===== config.mk =====
export PLATFORM = sky130hd
export DESIGN_NAME = kdbx_header_tlv_parser_core
export DESIGN_NICKNAME = d
export VERILOG_FILES = /design/src/rtl/core/khp_pkg.sv /design/src/rtl/core/kdbx_header_tlv_parser_core.sv /design/src/rtl/core/khp_front.sv /design/src/rtl/core/khp_queue.sv /design/src/rtl/core/khp_back.sv
export SDC_FILE = /design/constraint.sdc
export NUM_CORES = 1
export LEC_CHECK = 0
export BUFFER_PORTS_ARGS = -buffer_cell sky130_fd_sc_hd__buf_4
export CAP_MARGIN = 20
export CORE_ASPECT_RATIO = 0.9
export CORE_MARGIN = 2
export CORE_UTILIZATION = 61
export CTS_CLUSTER_DIAMETER = 100
export DETAILED_ROUTE_END_ITERATION = 8
export PLACE_DENSITY = 0.81
export SYNTH_ARGS = -nofsm -noshare
export SYNTH_HDL_FRONTEND = slang
export SYNTH_HIERARCHICAL = 1
export SYNTH_SLANG_ARGS = --single-unit

===== constraint.sdc =====
create_clock -name clk -period 7.7 [get_ports clk]
set_input_delay 0.77 -clock clk [delete_from_list [all_inputs] [get_ports clk]]
set_output_delay 0.77 -clock clk [all_outputs]
set_load 0.02 [all_outputs]

===== src/rtl/core/khp_pkg.sv =====
// Shared types and constants for the header field parser.
`default_nettype none
package khp_pkg;

    // Command kinds carried from the front end to the back end.
    localparam logic [1:0] KIND_BYTE    = 2'd0;
    localparam logic [1:0] KIND_END     = 2'd1;
    localparam logic [1:0] KIND_RESTART = 2'd2;
    localparam logic [1:0] KIND_NOP     = 2'd3;

    // Parse phases.
    localparam logic [2:0] PH_MAGIC   = 3'd0;
    localparam logic [2:0] PH_VERSION = 3'd1;
    localparam logic [2:0] PH_ID      = 3'd2;
    localparam logic [2:0] PH_SIZE    = 3'd3;
    localparam logic [2:0] PH_DATA    = 3'd4;
    localparam logic [2:0] PH_DONE    = 3'd5;
    localparam logic [2:0] PH_ERROR   = 3'd6;

    // Error codes.
    localparam logic [3:0] ERR_NONE        = 4'd0;
    localparam logic [3:0] ERR_TRUNCATED   = 4'd1;
    localparam logic [3:0] ERR_MAGIC       = 4'd2;
    localparam logic [3:0] ERR_VERSION     = 4'd3;
    localparam logic [3:0] ERR_CIPHER      = 4'd4;
    localparam logic [3:0] ERR_COMPRESSION = 4'd5;
    localparam logic [3:0] ERR_SEED        = 4'd6;
    localparam logic [3:0] ERR_ROUNDS      = 4'd7;
    localparam logic [3:0] ERR_IV          = 4'd8;
    localparam logic [3:0] ERR_STARTBYTES  = 4'd9;
    localparam logic [3:0] ERR_STREAMID    = 4'd10;
    localparam logic [3:0] ERR_BADID       = 4'd11;

    // Header field ids.
    localparam logic [7:0] FID_END         = 8'd0;
    localparam logic [7:0] FID_COMMENT     = 8'd1;
    localparam logic [7:0] FID_CIPHER      = 8'd2;
    localparam logic [7:0] FID_COMPRESSION = 8'd3;
    localparam logic [7:0] FID_MASTER_SEED = 8'd4;
    localparam logic [7:0] FID_XFORM_SEED  = 8'd5;
    localparam logic [7:0] FID_ROUNDS      = 8'd6;
    localparam logic [7:0] FID_IV          = 8'd7;
    localparam logic [7:0] FID_PROT_KEY    = 8'd8;
    localparam logic [7:0] FID_START_BYTES = 8'd9;
    localparam logic [7:0] FID_STREAM_ID   = 8'd10;

    localparam int MAGIC_LEN       = 8;
    localparam int VERSION_LEN     = 4;
    localparam int CIPHER_LEN      = 16;
    localparam int IV_LEN          = 16;
    localparam int START_BYTES_LEN = 32;

    localparam logic [7:0] MAGIC_BYTES [MAGIC_LEN] = '{
        8'h03, 8'hd9, 8'ha2, 8'h9a, 8'h67, 8'hfb, 8'h4b, 8'hb5
    };
    localparam logic [7:0] VERSION_BYTES [VERSION_LEN] = '{
        8'h01, 8'h00, 8'h03, 8'h00
    };
    localparam logic [7:0] CIPHER_BYTES [CIPHER_LEN] = '{
        8'h31, 8'hc1, 8'hf2, 8'he6, 8'hbf, 8'h71, 8'h43, 8'h50,
        8'hbe, 8'h58, 8'h05, 8'h21, 8'h6a, 8'hfc, 8'h5a, 8'hff
    };

    typedef struct packed {
        logic [1:0] kind;
        logic [7:0] data;
    } khp_cmd_t;

    typedef struct packed {
        logic [2:0]  phase;
        logic [3:0]  error_code;
        logic [7:0]  field_id;
        logic [7:0]  data_byte;
        logic [15:0] data_offset;
        logic        field_last;
        logic        header_done;
        logic        gzip_flag;
        logic [63:0] transform_rounds;
        logic [31:0] inner_stream_id;
        logic [15:0] protected_key_length;
    } khp_result_t;

endpackage
`default_nettype wire


===== src/rtl/core/kdbx_header_tlv_parser_core.sv =====
// An accepted beat is written into the queue, then parsed into the registered output.
// Throughput: one beat per cycle while the output is not stalled; the parse update is
// one combinational step in the back end. A two-entry queue separates accept and parse,
// so the input keeps flowing for two beats while the output stalls.
// Reset (rst_n low) empties the queue and output stage and returns the parser to the
// magic phase with all held header values cleared.
`default_nettype none
module kdbx_header_tlv_parser_core (
    input  wire logic          clk,
    input  wire logic          rst_n,
    input  wire logic          s_axis_tvalid,
    output logic               s_axis_tready,
    input  wire logic [7:0]    s_axis_tdata,   // [7:0] in_byte
    input  wire logic [1:0]    s_axis_tuser,   // [1:0] action
    output logic               m_axis_tvalid,
    input  wire logic          m_axis_tready,
    // [3:0] error_code, [11:4] field_id, [19:12] data_byte, [35:20] data_offset,
    // [36] header_done, [37] gzip_flag, [101:38] transform_rounds,
    // [133:102] inner_stream_id, [149:134] protected_key_length, [151:150] zero
    output logic [151:0]       m_axis_tdata,
    output logic [2:0]         m_axis_tuser,   // [2:0] phase
    output logic               m_axis_tlast    // field_last
);
    import khp_pkg::*;

    logic        push;
    khp_cmd_t    push_cmd;
    logic        queue_full;
    logic        pop;
    logic        not_empty;
    khp_cmd_t    head_cmd;
    khp_result_t result;

    khp_front u_front (
        .s_axis_tvalid (s_axis_tvalid),
        .s_axis_tready (s_axis_tready),
        .s_axis_tdata  (s_axis_tdata),
        .s_axis_tuser  (s_axis_tuser),
        .push          (push),
        .push_cmd      (push_cmd),
        .queue_full    (queue_full)
    );

    khp_queue u_queue (
        .clk       (clk),
        .rst_n     (rst_n),
        .push      (push),
        .push_cmd  (push_cmd),
        .full      (queue_full),
        .pop       (pop),
        .not_empty (not_empty),
        .head_cmd  (head_cmd)
    );

    khp_back u_back (
        .clk       (clk),
        .rst_n     (rst_n),
        .cmd_valid (not_empty),
        .cmd       (head_cmd),
        .cmd_pop   (pop),
        .m_valid   (m_axis_tvalid),
        .m_ready   (m_axis_tready),
        .result    (result)
    );

    assign m_axis_tdata = {
        2'b00,
        result.protected_key_length,
        result.inner_stream_id,
        result.transform_rounds,
        result.gzip_flag,
        result.header_done,
        result.data_offset,
        result.data_byte,
        result.field_id,
        result.error_code
    };
    assign m_axis_tuser = result.phase;
    assign m_axis_tlast = result.field_last;

endmodule
`default_nettype wire


===== src/rtl/core/khp_front.sv =====
// Front end: accepts input beats and classifies them into parser commands.
`default_nettype none
module khp_front (
    input  wire logic             s_axis_tvalid,
    output logic                  s_axis_tready,
    input  wire logic [7:0]       s_axis_tdata,   // in_byte
    input  wire logic [1:0]       s_axis_tuser,   // action
    output logic                  push,
    output khp_pkg::khp_cmd_t     push_cmd,
    input  wire logic             queue_full
);
    import khp_pkg::*;

    always_comb
    begin
        push_cmd.data = s_axis_tdata;
        case (s_axis_tuser)
            KIND_BYTE:    push_cmd.kind = KIND_BYTE;
            KIND_END:     push_cmd.kind = KIND_END;
            KIND_RESTART: push_cmd.kind = KIND_RESTART;
            default:      push_cmd.kind = KIND_NOP;
        endcase
        // Only file bytes carry meaningful data.
        if (push_cmd.kind != KIND_BYTE)
        begin
            push_cmd.data = 8'd0;
        end
    end

    assign s_axis_tready = !queue_full;
    assign push          = s_axis_tvalid && !queue_full;

endmodule
`default_nettype wire


===== src/rtl/core/khp_queue.sv =====
// Two-entry command queue between the front end and the back end.
`default_nettype none
module khp_queue (
    input  wire logic               clk,
    input  wire logic               rst_n,
    input  wire logic               push,
    input  wire khp_pkg::khp_cmd_t  push_cmd,
    output logic                    full,
    input  wire logic               pop,
    output logic                    not_empty,
    output khp_pkg::khp_cmd_t       head_cmd
);
    import khp_pkg::*;

    khp_cmd_t   entry_reg [2];
    logic       wr_ptr_reg;
    logic       rd_ptr_reg;
    logic [1:0] count_reg;
    logic [1:0] count_next;
    logic       do_pop;

    assign full      = (count_reg == 2'd2);
    assign not_empty = (count_reg != 2'd0);
    assign head_cmd  = entry_reg[rd_ptr_reg];
    assign do_pop    = pop && not_empty;

    always_comb
    begin
        count_next = count_reg;
        if (push && !do_pop)
        begin
            count_next = count_reg + 2'd1;
        end
        else if (do_pop && !push)
        begin
            count_next = count_reg - 2'd1;
        end
    end

    always_ff @(posedge clk)
    begin
        if (push)
        begin
            entry_reg[wr_ptr_reg] <= push_cmd;
        end
    end

    always_ff @(posedge clk or negedge rst_n)
    begin
        if (!rst_n)
        begin
            wr_ptr_reg <= 1'b0;
            rd_ptr_reg <= 1'b0;
            count_reg  <= 2'd0;
        end
        else
        begin
            if (push)
            begin
                wr_ptr_reg <= !wr_ptr_reg;
            end
            if (do_pop)
            begin
                rd_ptr_reg <= !rd_ptr_reg;
            end
            count_reg <= count_next;
        end
    end

    assert property (@(posedge clk) disable iff (!rst_n) count_reg != 2'd3)
        else $error("queue count out of range");

    // The pointers differ exactly when one entry is held.
    assert property (@(posedge clk) disable iff (!rst_n)
        (count_reg == 2'd1) == (wr_ptr_reg != rd_ptr_reg))
        else $error("queue pointers disagree with count");

endmodule
`default_nettype wire


===== src/rtl/core/khp_back.sv =====
// Back end: header parse state machine and the registered result stage.
`default_nettype none
module khp_back (
    input  wire logic               clk,
    input  wire logic               rst_n,
    input  wire logic               cmd_valid,
    input  wire khp_pkg::khp_cmd_t  cmd,
    output logic                    cmd_pop,
    output logic                    m_valid,
    input  wire logic               m_ready,
    output khp_pkg::khp_result_t    result
);
    import khp_pkg::*;

    logic [2:0]  phase_reg,  phase_next;
    logic [15:0] count_reg,  count_next;
    logic [7:0]  id_reg,     id_next;
    logic [15:0] size_reg,   size_next;
    logic        match_reg,  match_next;
    logic [63:0] asm_reg,    asm_next;
    logic [3:0]  err_reg,    err_next;
    logic        comp_reg,   comp_next;
    logic [63:0] rounds_reg, rounds_next;
    logic [31:0] sid_reg,    sid_next;
    logic [15:0] klen_reg,   klen_next;

    logic        out_valid_reg;
    khp_result_t out_reg;
    khp_result_t out_next;

    logic        fin;
    logic [15:0] offs;
    logic [7:0]  echo;
    logic [15:0] size_full;
    logic [15:0] count_inc;
    logic [31:0] low_word;

    assign cmd_pop = cmd_valid && (!out_valid_reg || m_ready);
    assign m_valid = out_valid_reg;
    assign result  = out_reg;

    always_comb
    begin
        phase_next  = phase_reg;
        count_next  = count_reg;
        id_next     = id_reg;
        size_next   = size_reg;
        match_next  = match_reg;
        asm_next    = asm_reg;
        err_next    = err_reg;
        comp_next   = comp_reg;
        rounds_next = rounds_reg;
        sid_next    = sid_reg;
        klen_next   = klen_reg;
        fin         = 1'b0;
        offs        = 16'd0;
        echo        = 8'd0;
        size_full   = {cmd.data, size_reg[7:0]};
        count_inc   = count_reg + 16'd1;
        out_next    = out_reg;

        if (cmd_pop)
        begin
            case (cmd.kind)
                KIND_RESTART:
                begin
                    phase_next  = PH_MAGIC;
                    count_next  = 16'd0;
                    id_next     = 8'd0;
                    size_next   = 16'd0;
                    match_next  = 1'b1;
                    asm_next    = 64'd0;
                    err_next    = ERR_NONE;
                    comp_next   = 1'b0;
                    rounds_next = 64'd0;
                    sid_next    = 32'd0;
                    klen_next   = 16'd0;
                end
                KIND_END:
                begin
                    if (phase_reg inside {[PH_MAGIC:PH_DATA]})
                    begin
                        err_next   = ERR_TRUNCATED;
                        phase_next = PH_ERROR;
                    end
                end
                KIND_BYTE:
                begin
                    echo = cmd.data;
                    case (phase_reg)
                        PH_MAGIC:
                        begin
                            offs = count_reg;
                            if (cmd.data != MAGIC_BYTES[count_reg[2:0]])
                            begin
                                match_next = 1'b0;
                            end
                            count_next = count_inc;
                            if (count_inc >= 16'(MAGIC_LEN))
                            begin
                                if (match_next)
                                begin
                                    phase_next = PH_VERSION;
                                    count_next = 16'd0;
                                    match_next = 1'b1;
                                end
                                else
                                begin
                                    err_next   = ERR_MAGIC;
                                    phase_next = PH_ERROR;
                                end
                            end
                        end
                        PH_VERSION:
                        begin
                            offs = count_reg;
                            if (cmd.data != VERSION_BYTES[count_reg[1:0]])
                            begin
                                match_next = 1'b0;
                            end
                            count_next = count_inc;
                            if (count_inc >= 16'(VERSION_LEN))
                            begin
                                if (match_next)
                                begin
                                    phase_next = PH_ID;
                                    count_next = 16'd0;
                                    match_next = 1'b1;
                                end
                                else
                                begin
                                    err_next   = ERR_VERSION;
                                    phase_next = PH_ERROR;
                                end
                            end
                        end
                        PH_ID:
                        begin
                            id_next    = cmd.data;
                            count_next = 16'd0;
                            phase_next = PH_SIZE;
                        end
                        PH_SIZE:
                        begin
                            offs = count_reg;
                            if (count_reg == 16'd0)
                            begin
                                size_next  = {8'd0, cmd.data};
                                count_next = 16'd1;
                            end
                            else
                            begin
                                size_next  = size_full;
                                count_next = 16'd0;
                                match_next = 1'b1;
                                asm_next   = 64'd0;
                                if (size_full == 16'd0)
                                begin
                                    fin = 1'b1;
                                end
                                else
                                begin
                                    phase_next = PH_DATA;
                                end
                            end
                        end
                        PH_DATA:
                        begin
                            offs = count_reg;
                            if (id_reg == FID_CIPHER && count_reg < 16'(CIPHER_LEN)
                                && cmd.data != CIPHER_BYTES[count_reg[3:0]])
                            begin
                                match_next = 1'b0;
                            end
                            // The first eight data bytes build a little-endian word.
                            if (count_reg[15:3] == 13'd0)
                            begin
                                asm_next[count_reg[2:0]*8 +: 8] = cmd.data;
                            end
                            if ({1'b0, count_reg} + 17'd1 == {1'b0, size_reg})
                            begin
                                fin = 1'b1;
                            end
                            else
                            begin
                                count_next = count_inc;
                            end
                        end
                        default:
                        begin
                        end
                    endcase
                end
                default:
                begin
                end
            endcase

            low_word = asm_next[31:0];
            if (fin)
            begin
                count_next = 16'd0;
                phase_next = PH_ID;
                case (id_reg)
                    FID_END:
                    begin
                        phase_next = PH_DONE;
                    end
                    FID_COMMENT, FID_XFORM_SEED:
                    begin
                    end
                    FID_CIPHER:
                    begin
                        if (size_next != 16'(CIPHER_LEN) || !match_next)
                        begin
                            err_next   = ERR_CIPHER;
                            phase_next = PH_ERROR;
                        end
                    end
                    FID_COMPRESSION:
                    begin
                        if (size_next == 16'd4 && low_word[31:1] == 31'd0)
                        begin
                            comp_next = low_word[0];
                        end
                        else
                        begin
                            err_next   = ERR_COMPRESSION;
                            phase_next = PH_ERROR;
                        end
                    end
                    FID_MASTER_SEED:
                    begin
                        if (size_next != 16'd32)
                        begin
                            err_next   = ERR_SEED;
                            phase_next = PH_ERROR;
                        end
                    end
                    FID_ROUNDS:
                    begin
                        if (size_next == 16'd8)
                        begin
                            rounds_next = asm_next;
                        end
                        else
                        begin
                            err_next   = ERR_ROUNDS;
                            phase_next = PH_ERROR;
                        end
                    end
                    FID_IV:
                    begin
                        if (size_next != 16'(IV_LEN))
                        begin
                            err_next   = ERR_IV;
                            phase_next = PH_ERROR;
                        end
                    end
                    FID_PROT_KEY:
                    begin
                        klen_next = size_next;
                    end
                    FID_START_BYTES:
                    begin
                        if (size_next != 16'(START_BYTES_LEN))
                        begin
                            err_next   = ERR_STARTBYTES;
                            phase_next = PH_ERROR;
                        end
                    end
                    FID_STREAM_ID:
                    begin
                        if (size_next == 16'd4)
                        begin
                            sid_next = low_word;
                        end
                        else
                        begin
                            err_next   = ERR_STREAMID;
                            phase_next = PH_ERROR;
                        end
                    end
                    default:
                    begin
                        err_next   = ERR_BADID;
                        phase_next = PH_ERROR;
                    end
                endcase
            end

            out_next.phase                = phase_next;
            out_next.error_code           = err_next;
            out_next.field_id             = id_next;
            out_next.data_byte            = echo;
            out_next.data_offset          = offs;
            out_next.field_last           = fin;
            out_next.header_done          = (phase_next == PH_DONE);
            out_next.gzip_flag            = comp_next;
            out_next.transform_rounds     = rounds_next;
            out_next.inner_stream_id      = sid_next;
            out_next.protected_key_length = klen_next;
        end
        else
        begin
            low_word = asm_reg[31:0];
        end
    end

    always_ff @(posedge clk)
    begin
        out_reg <= out_next;
    end

    always_ff @(posedge clk or negedge rst_n)
    begin
        if (!rst_n)
        begin
            phase_reg     <= PH_MAGIC;
            count_reg     <= 16'd0;
            id_reg        <= 8'd0;
            size_reg      <= 16'd0;
            match_reg     <= 1'b1;
            asm_reg       <= 64'd0;
            err_reg       <= ERR_NONE;
            comp_reg      <= 1'b0;
            rounds_reg    <= 64'd0;
            sid_reg       <= 32'd0;
            klen_reg      <= 16'd0;
            out_valid_reg <= 1'b0;
        end
        else
        begin
            phase_reg  <= phase_next;
            count_reg  <= count_next;
            id_reg     <= id_next;
            size_reg   <= size_next;
            match_reg  <= match_next;
            asm_reg    <= asm_next;
            err_reg    <= err_next;
            comp_reg   <= comp_next;
            rounds_reg <= rounds_next;
            sid_reg    <= sid_next;
            klen_reg   <= klen_next;
            if (cmd_pop)
            begin
                out_valid_reg <= 1'b1;
            end
            else if (m_ready)
            begin
                out_valid_reg <= 1'b0;
            end
        end
    end

    // An error code is held exactly while the parser sits in the error phase.
    assert property (@(posedge clk) disable iff (!rst_n)
        (err_reg != ERR_NONE) == (phase_reg == PH_ERROR))
        else $error("sticky error and error phase disagree");

    assert property (@(posedge clk) disable iff (!rst_n)
        (phase_reg == PH_MAGIC) |-> (count_reg < 16'(MAGIC_LEN)))
        else $error("magic byte counter overran");

    // State only moves when a command is taken from the queue.
    assert property (@(posedge clk) disable iff (!rst_n)
        !cmd_pop |=> $stable(phase_reg) && $stable(err_reg))
        else $error("parser state changed without a command");

endmodule
`default_nettype wire


==> results of run 1 <==
[layout by cell type (no fill, tap or decap), drive strengths merged, types with 10 or more instances in the layout]
cell type,synthesis,routed
dfrtp,229,229
buf,43,207
nand2,180,180
edfxtp,174,174
o21ai,148,148
o22a,137,137
a21oi,117,117
nor2,84,84
nand3,62,62
a22o,61,61
mux2,58,58
clkbuf,134,55
a22oi,46,46
inv,32,34
nor3,29,29
nor4,27,27
xnor2,25,25
and3,23,23
or4,18,18
and2,18,18
o31ai,17,17
nand2b,17,17
clkinv,0,17
or3,16,16
mux2i,16,16
nor3b,16,16
a31oi,14,14
nor2b,14,14
ha,14,14
xor2,13,13
nand4,13,13
a211oi,12,12
a21o,10,10
[per-layer routing]
layer	vias to the layer above	wire length (um)	track usage (%)	share of wire [%]
met3	149	6030	6.64	10
li1	7542	-	-	-
met1	8469	25900	49.7	43
met5	-	0	0	0
met4	0	1740	11.6	2.9
met2	1001	26800	49.8	44
[cells by family after synthesis]
logic type,after synthesis,share of synthesized area (%)
compound gates,657,22.5
xor+xnor,38,1.60
fa+ha+maj,14,0.842
buf+inv,209,4.28
flops,404,52.8
mux,75,4.02
other cells,1,0.0180
simple gates,549,14.0
[cell type report]
type / count / area, um^2
Clock buffer: 55 / 1190
Clock inverter: 23 / 203
Fill cell: 2489 / 10200
Inverter: 32 / 128
Multi-Input combinational cell: 1335 / 8960
Sequential cell: 404 / 11000
Tap cell: 462 / 578
Timing Repair Buffer: 207 / 1580
[worst reg2reg max path, cell delays in order, from the launching register on]
cell      delay [ns]
dfrtp_1         0.59
or4_1           0.68
or4_1           0.70
nor2_1          0.69
o2111a_1        0.36
nand4_4         0.14
or4_4           0.62
nor4b_4         0.93
buf_4           0.46
a21oi_1         0.16
o22a_1          0.23
[worst min path at each step]
| stage | slack, ns | end | startpoint |
|---|---|---|---|
| finish | 0.31 | u_queue/wr_ptr_reg | rst_n |
| global route | 0.38 | u_queue/wr_ptr_reg | rst_n |
| CTS | 0.34 | u_queue/wr_ptr_reg | rst_n |
| detailed placement | 0.47 | u_back/asm_reg[43] | u_back/asm_reg[43] |
| global placement | 0.46 | u_back/asm_reg[47] | u_back/asm_reg[47] |
| floorplan | 0.45 | u_back/asm_reg[42] | u_back/asm_reg[42] |
[metrics by stage]
step | utilization, % | hold slack, ns | setup slack (ns) | cell area [um^2]
after global routing | 69.9 | 0.376 | 1.65 | 23600
after floorplan | - | 0.450 | 1.12 | 20800
after detailed placement | 65.7 | 0.471 | 1.98 | 22200
after CTS | 69.9 | 0.341 | 1.93 | 23600
after global placement | 65.7 | 0.462 | 2.11 | 22200
final | 69.9 | 0.315 | 1.86 | 23600
[where the power goes]
group / switching, mW / total (mW) / internal (mW)
registers: 0.303 / 3.06 / 2.76
clock network: 0.852 / 2.05 / 1.20
logic: 2.48 / 3.59 / 1.11
total: 3.63 / 8.70 / 5.07
==> Implementation_results.wiki, run 1 <==
{| class="wikitable"
! Metric !! Value
|-
| R2R setup slack || ~1.9 ns
|-
| Worst slew margin relative to its limit || 23.1%
|-
| Starting density of the core || 61.6%
|-
| Die height || 179 um
|-
| Buffers and inverters on the worst path || 1
|-
| Max-cap violations || 0
|-
| List of cells traversed by the critical path || or4_1 -> or4_1 -> nor2_1 -> o2111a_1 -> nand4_4 -> or4_4 -> nor4b_4 -> buf_4 -> a21oi_1 -> o22a_1
|-
| Termination of the worst setup path || u_back/result[66]
|-
| Timing startpoint of the critical path || u_back/count_reg[10]
|-
| Library cell with the highest instance count after synthesis || dfrtp_1
|-
| Total placed cells including tap cells || 2439
|-
| Synth cell types || 87
|-
| Drt first-iter violations || 2265
|-
| Pins Over Slew Limit || 0
|-
| Category of the worst setup path capture point || register
|-
| Detailed Place HPWL || between 30000 and 40000 um
|-
| Total clock sinks || 404
|-
| Wire length of the first global-routing pass || approximately 90000 um
|-
| Final layout net count || 2050
|-
| Largest voltage drop on the vdd net || between 0.0002 and 0.0003 V
|-
| Crit share post-route || 75.8%
|-
| Clock slew at the register clock pins of the worst setup and hold paths || about 0.060 ns
|-
| All-layer global routing usage || about 34%
|-
| Worst-case clock buffer depth || 3
|-
| Share of synthesized registers carrying an async set or reset || 56.9%
|-
| Count of hold-fix buffers inserted at cts || 0
|-
| Min-delay worst type || in -> async
|-
| Timing-limited maximum frequency || 171 MHz
|-
| Fraction of final layout cells with drive strength greater than 1 || 19.4%
|-
| Cell area after synthesis || 20800 um^2
|-
| Final hold violation count || 0
|-
| Cell depth of the worst setup path || 10
|-
| Worst skew pair latency || 0.55 ns
|-
| Placeable core region || between 30000 and 40000 um^2
|-
| Worst r2r path cells || 10
|-
| CP max FO || 28
|-
| IO Pins || roughly 170
|-
| PortBufs || 169
|-
| YS warnings || 6
|-
| Startpoint of the lowest-slack register-to-register path || u_back/count_reg[10]
|-
| Wire length per cell || 24.0 um
|-
| Layout-stage area growth over the synthesis result || 13.5%
|-
| Instance count of the mapped netlist || a little under 2000
|-
| Worst path max stage delay || just over 0.9 ns
|-
| CP delay by family, top || simple AND/OR/NAND/NOR gates
|-
| Critical Path RT || ~8.0 ns
|-
| Total number of placement rows || 64
|-
| Main flop type after synthesis || dfrtp_1
|-
| Vias || 17161
|-
| Gates resized, CTS repair || 0
|-
| Slew at the pin closest to its max-slew limit || 1.15 ns
|-
| Overall routed net length || 60500 um
|-
| Number of detailed-routing iterations run before antenna repair || 6
|-
| Number of cells in the finished layout apart from fillers || 2518
|-
| Most prevalent standard cell on the critical path || or4_1
|-
| Library cell occupying the most area in the post-synthesis netlist || dfrtp_1
|-
| Ant. Diodes || 0
|-
| Unrepaired setup endpoints after global routing || false
|-
| Die span in x || 199 um
|-
| Arrival time at the worst endpoint || ~6.1 ns
|-
| Antenna violations before repair || 0
|-
| Sum of internal, switching and leakage power || 8.70 mW
|-
| Final clock skew || roughly 0.019 ns
|-
| Leak Pwr || approximately 10 nW
|-
| Clock period minus final worst setup slack || 5.84 ns
|-
| Synth cell count leaders || 229 x dfrtp_1, 179 x nand2_1, 174 x edfxtp_1, 137 x o22a_1, 134 x clkbuf_1
|-
| Final setup violation count || 0
|-
| Synth area leaders || dfrtp_1 28%, edfxtp_1 25%, o22a_1 5.8%
|-
| Remaining number of nets flagged by the antenna check after routing || 0
|-
| FF-to-FF End || u_back/result[66]
|-
| Portion of synthesized cell area occupied by the leading cell type || 27.5%
|-
| Power per Cell Area || 368 nW/um^2
|-
| H-tree levels || 2
|-
| Post-synth EDFFs || 174
|-
| Global route overflow || 0
|-
| Post-route DRC violation count || 0
|-
| Placer congestion estimate || ~0.98
|-
| Pin count of the biggest net entering global routing || 109
|-
| Total clock buffers created by CTS || 42
|-
| Outcome || finished clean
|-
| Avg Synthesized Cell Area || about 11 um^2
|-
| Number of buffers inserted by post-CTS setup repair || 0
|-
| Startpoint-to-endpoint class of the critical path || reg -> reg
|-
| Die outline area || 35600 um^2
|-
| Number of global-route vias before repair || 16017
|-
| CTS tree || done
|-
| Startpoint kind of the worst setup timing path || register
|-
| Root Buffer || clkbuf_16
|-
| Post-synthesis sequential area ratio || between 50% and 60%
|-
| Post-synthesis register bit count || approximately 400
|-
| Flip-flop count of the largest register, all copies and words added || 154
|-
| CP max stage cell || nor4b_4
|-
| Mean number of vias per cell || 6.82
|-
| Total Negative Setup Slacks || 0 ns
|}
Power figures use the tool's default switching activity.
==> run 2, diff against run 1 <==
--- a/config.mk
+++ b/config.mk
@@ -9,10 +9,10 @@
 export CAP_MARGIN = 20
 export CORE_ASPECT_RATIO = 0.9
 export CORE_MARGIN = 2
-export CORE_UTILIZATION = 61
+export CORE_UTILIZATION = 55
 export CTS_CLUSTER_DIAMETER = 100
 export DETAILED_ROUTE_END_ITERATION = 8
-export PLACE_DENSITY = 0.81
+export PLACE_DENSITY = 0.77
 export SYNTH_ARGS = -nofsm -noshare
 export SYNTH_HDL_FRONTEND = slang
 export SYNTH_HIERARCHICAL = 1
==> constraint.sdc (replaced) <==
create_clock -name clk -period 4.85 [get_ports clk]
set_input_delay 0.485 -clock clk [delete_from_list [all_inputs] [get_ports clk]]
set_output_delay 0.485 -clock clk [all_outputs]
set_load 0.02 [all_outputs]
==> run 2 against run 1 <==
Net effect:
- the flow now finishes with violations (hold timing)
- via count rose by 0.96%
- clock-buffer cell count unchanged
- core utilization fell by 5.1 points
- worst hold slack worse by 0.32 ns
- flip-flop and latch count is the same
- combinational power grew 64%
- clock skew rose by 0.0076 ns
- largest power group unchanged
- highest routed layer unchanged
==> Implementation_results.wiki, run 2 (synthesized netlist as in run 1, its figures left out) <==
{| class="wikitable"
! Metric !! Value
|-
| Total clock sinks || slightly above 400
|-
| Gate power share || 41.8%
|-
| Total number of placement rows || 67
|-
| Crit share post-route || 97.0%
|-
| Worst slew margin relative to its limit || between 15 and 20%
|-
| Count of hold-fix buffers inserted at cts || 0
|-
| Unrepaired setup endpoints after global routing || false
|-
| Worst setup timing slack at the placement stage || approximately 0.23 ns
|-
| Startpoint of the lowest-slack register-to-register path || u_queue/rd_ptr_reg
|-
| Most frequent standard cell in the layout excluding fill and tap cells || buf_4
|-
| Overall routed net length || 62900 um
|-
| Placer congestion estimate || 0.980
|-
| Flip-flop count of the largest register, all copies and words added || 154
|-
| Drt first-iter violations || about 2500
|-
| Remaining number of nets flagged by the antenna check after routing || 0
|-
| Pins Over Slew Limit || 0
|-
| Global route overflow || 0
|-
| Max-cap violations || 0
|-
| Timing startpoint of the critical path || u_queue/rd_ptr_reg
|-
| Total Negative Setup Slacks || 0 ns
|-
| Wire length of the first global-routing pass || 97800 um
|-
| Post-route DRC violation count || 0
|-
| Startpoint-to-endpoint class of the critical path || reg -> reg
|-
| Root Buffer || clkbuf_16
|-
| Category of the worst setup path capture point || register
|-
| Switching share of total power || roughly two fifths
|-
| Startpoint kind of the worst setup timing path || register
|-
| Detailed Place HPWL || 42300 um
|-
| Placeable core region || 37300 um^2
|-
| Clock period minus final worst setup slack || ~4.7 ns
|-
| Vias || 17326
|-
| Part of the total power dissipated in the clock network || 23.8%
|-
| CP max stage cell || dfrtp_1
|-
| Worst path max stage delay || 0.64 ns
|-
| Min-delay worst type || in -> async
|-
| Final clock skew || 0.0268 ns
|-
| Power per Cell Area || 582 nW/um^2
|-
| Wire length per cell || 24.2 um
|-
| R2R setup slack || approximately 0.15 ns
|-
| Slew at the pin closest to its max-slew limit || 1.23 ns
|-
| Worst skew pair latency || a little under 0.6 ns
|-
| Arrival time at the worst endpoint || ~5.0 ns
|-
| Die outline area || 39400 um^2
|-
| Gates resized, CTS repair || 0
|-
| Fraction of final layout cells with drive strength greater than 1 || between 20% and 30%
|-
| List of cells traversed by the critical path || mux2_2 -> or4_1 -> nor2_1 -> a211oi_1 -> o22ai_1 -> nand4_4 -> or4_4 -> nor4b_4 -> buf_12 -> buf_12 -> a21oi_1 -> o22a_1
|-
| All-layer global routing usage || a little under a third
|-
| Most prevalent standard cell on the critical path || buf_12
|-
| Largest voltage drop on the vdd net || 0.000582 V
|-
| Internal power contribution || 8.21 mW
|-
| IO Pins || 172
|-
| Critical Path RT || slightly above 5 ns
|-
| Outcome || finished with violations
|-
| Tightest hold margin || -0.00487 ns
|-
| Die span in x || 209 um
|-
| Most used cells in the layout excluding fill and tap cells || 258 x buf_4, 229 x dfrtp_1, 179 x nand2_1, 174 x edfxtp_1, 137 x o22a_1
|-
| CTS tree || done
|-
| CP max FO || 48
|-
| Crit path setup slack, layout || 0.147 ns
|-
| Buffers and inverters on the worst path || 2
|-
| Timing-limited maximum frequency || around 210 MHz
|-
| Failing checks || hold timing
|-
| Layout-stage area growth over the synthesis result || 16.2%
|-
| Number of buffers inserted by post-CTS setup repair || 0
|-
| Mean number of vias per cell || 6.67
|-
| H-tree levels || 2
|-
| Antenna violations before repair || 0
|-
| PortBufs || ~170
|-
| Psw || 5.86 mW
|-
| Starting density of the core || 55.8%
|-
| Leak Pwr || roughly 10 nW
|-
| Sum of internal, switching and leakage power || 14.1 mW
|-
| Number of global-route vias before repair || between 15000 and 20000
|-
| Final hold violation count || 1
|-
| Number of detailed-routing iterations run before antenna repair || 6
|-
| Final layout net count || approximately 2100
|-
| CP delay by family, top || simple AND/OR/NAND/NOR gates
|-
| Die height || 189 um
|-
| Clock slew at the register clock pins of the worst setup and hold paths || 0.06 ns
|-
| Final setup violation count || 0
|-
| Power share of the sequential group || 34.3%
|-
| Fraction of the core area covered by cells at the end of the flow || roughly two thirds
|-
| Total clock buffers created by CTS || 42
|-
| Worst-case clock buffer depth || 3
|-
| Pin count of the biggest net entering global routing || 119
|}
-- run 2: cell types whose count changed in the layout (fill, tap and decap cells not counted), sizes merged --
cell / before / now
buf: 207 / 265
diode: 0 / 1
bufinv: 3 / 4
clkinv: 17 / 16
-- run 2: metal layers --
layer  vias up  wire [um]  part of all wire (%)  track usage (%)
li1       7660          -                     -                -
met1      8594      27200                    43             47.6
met2       959      27700                    44             46.8
met3       113       6550                    10             6.60
met4         0       1440                   2.3             9.59
met5         -          0                     0                0
-- run 2: final timing paths --
kind	end	depth (start not counted)
worst min-delay path	u_queue/wr_ptr_reg	1
worst max register to register	u_back/result[110]	12
worst max-delay path	u_back/result[110]	12
min in group clk	u_back/m_valid	3
max in group asynchronous	u_back/asm_reg[34]	2
worst min register to register	u_back/asm_reg[59]	2
-- run 2: through the flow --
stage | hold WS (ns) | area, um^2 | cells
after CTS | 0.0458 | 24200 | 2597
after detailed placement | 0.472 | 22700 | 2519
after global placement | 0.462 | 22700 | 2519
after global routing | 0.0745 | 24200 | 2597
after floorplan | 0.189 | 20800 | 1948
final | -0.00487 | 24200 | 2598
-- run 2: final cells by class --
| cell class | instances | area (um^2) |
|---|---|---|
| Antenna cell | 1 | 2.50 |
| Clock buffer | 55 | 1180 |
| Clock inverter | 23 | 251 |
| Fill cell | 2867 | 13100 |
| Inverter | 32 | 128 |
| Multi-Input combinational cell | 1335 | 8960 |
| Sequential cell | 404 | 11000 |
| Tap cell | 483 | 604 |
| Timing Repair Buffer | 265 | 2070 |
-- run 2: power groups by stage --
stage | logic (mW) | clock network [mW] | registers (mW)
global placement | 5.68 | 0 | 4.87
floorplan | 3.18 | 0 | 5.29
CTS | 5.78 | 3.40 | 4.83
finish | 5.89 | 3.35 | 4.83
detailed placement | 5.76 | 0 | 4.87
global route | 6.26 | 3.53 | 4.90
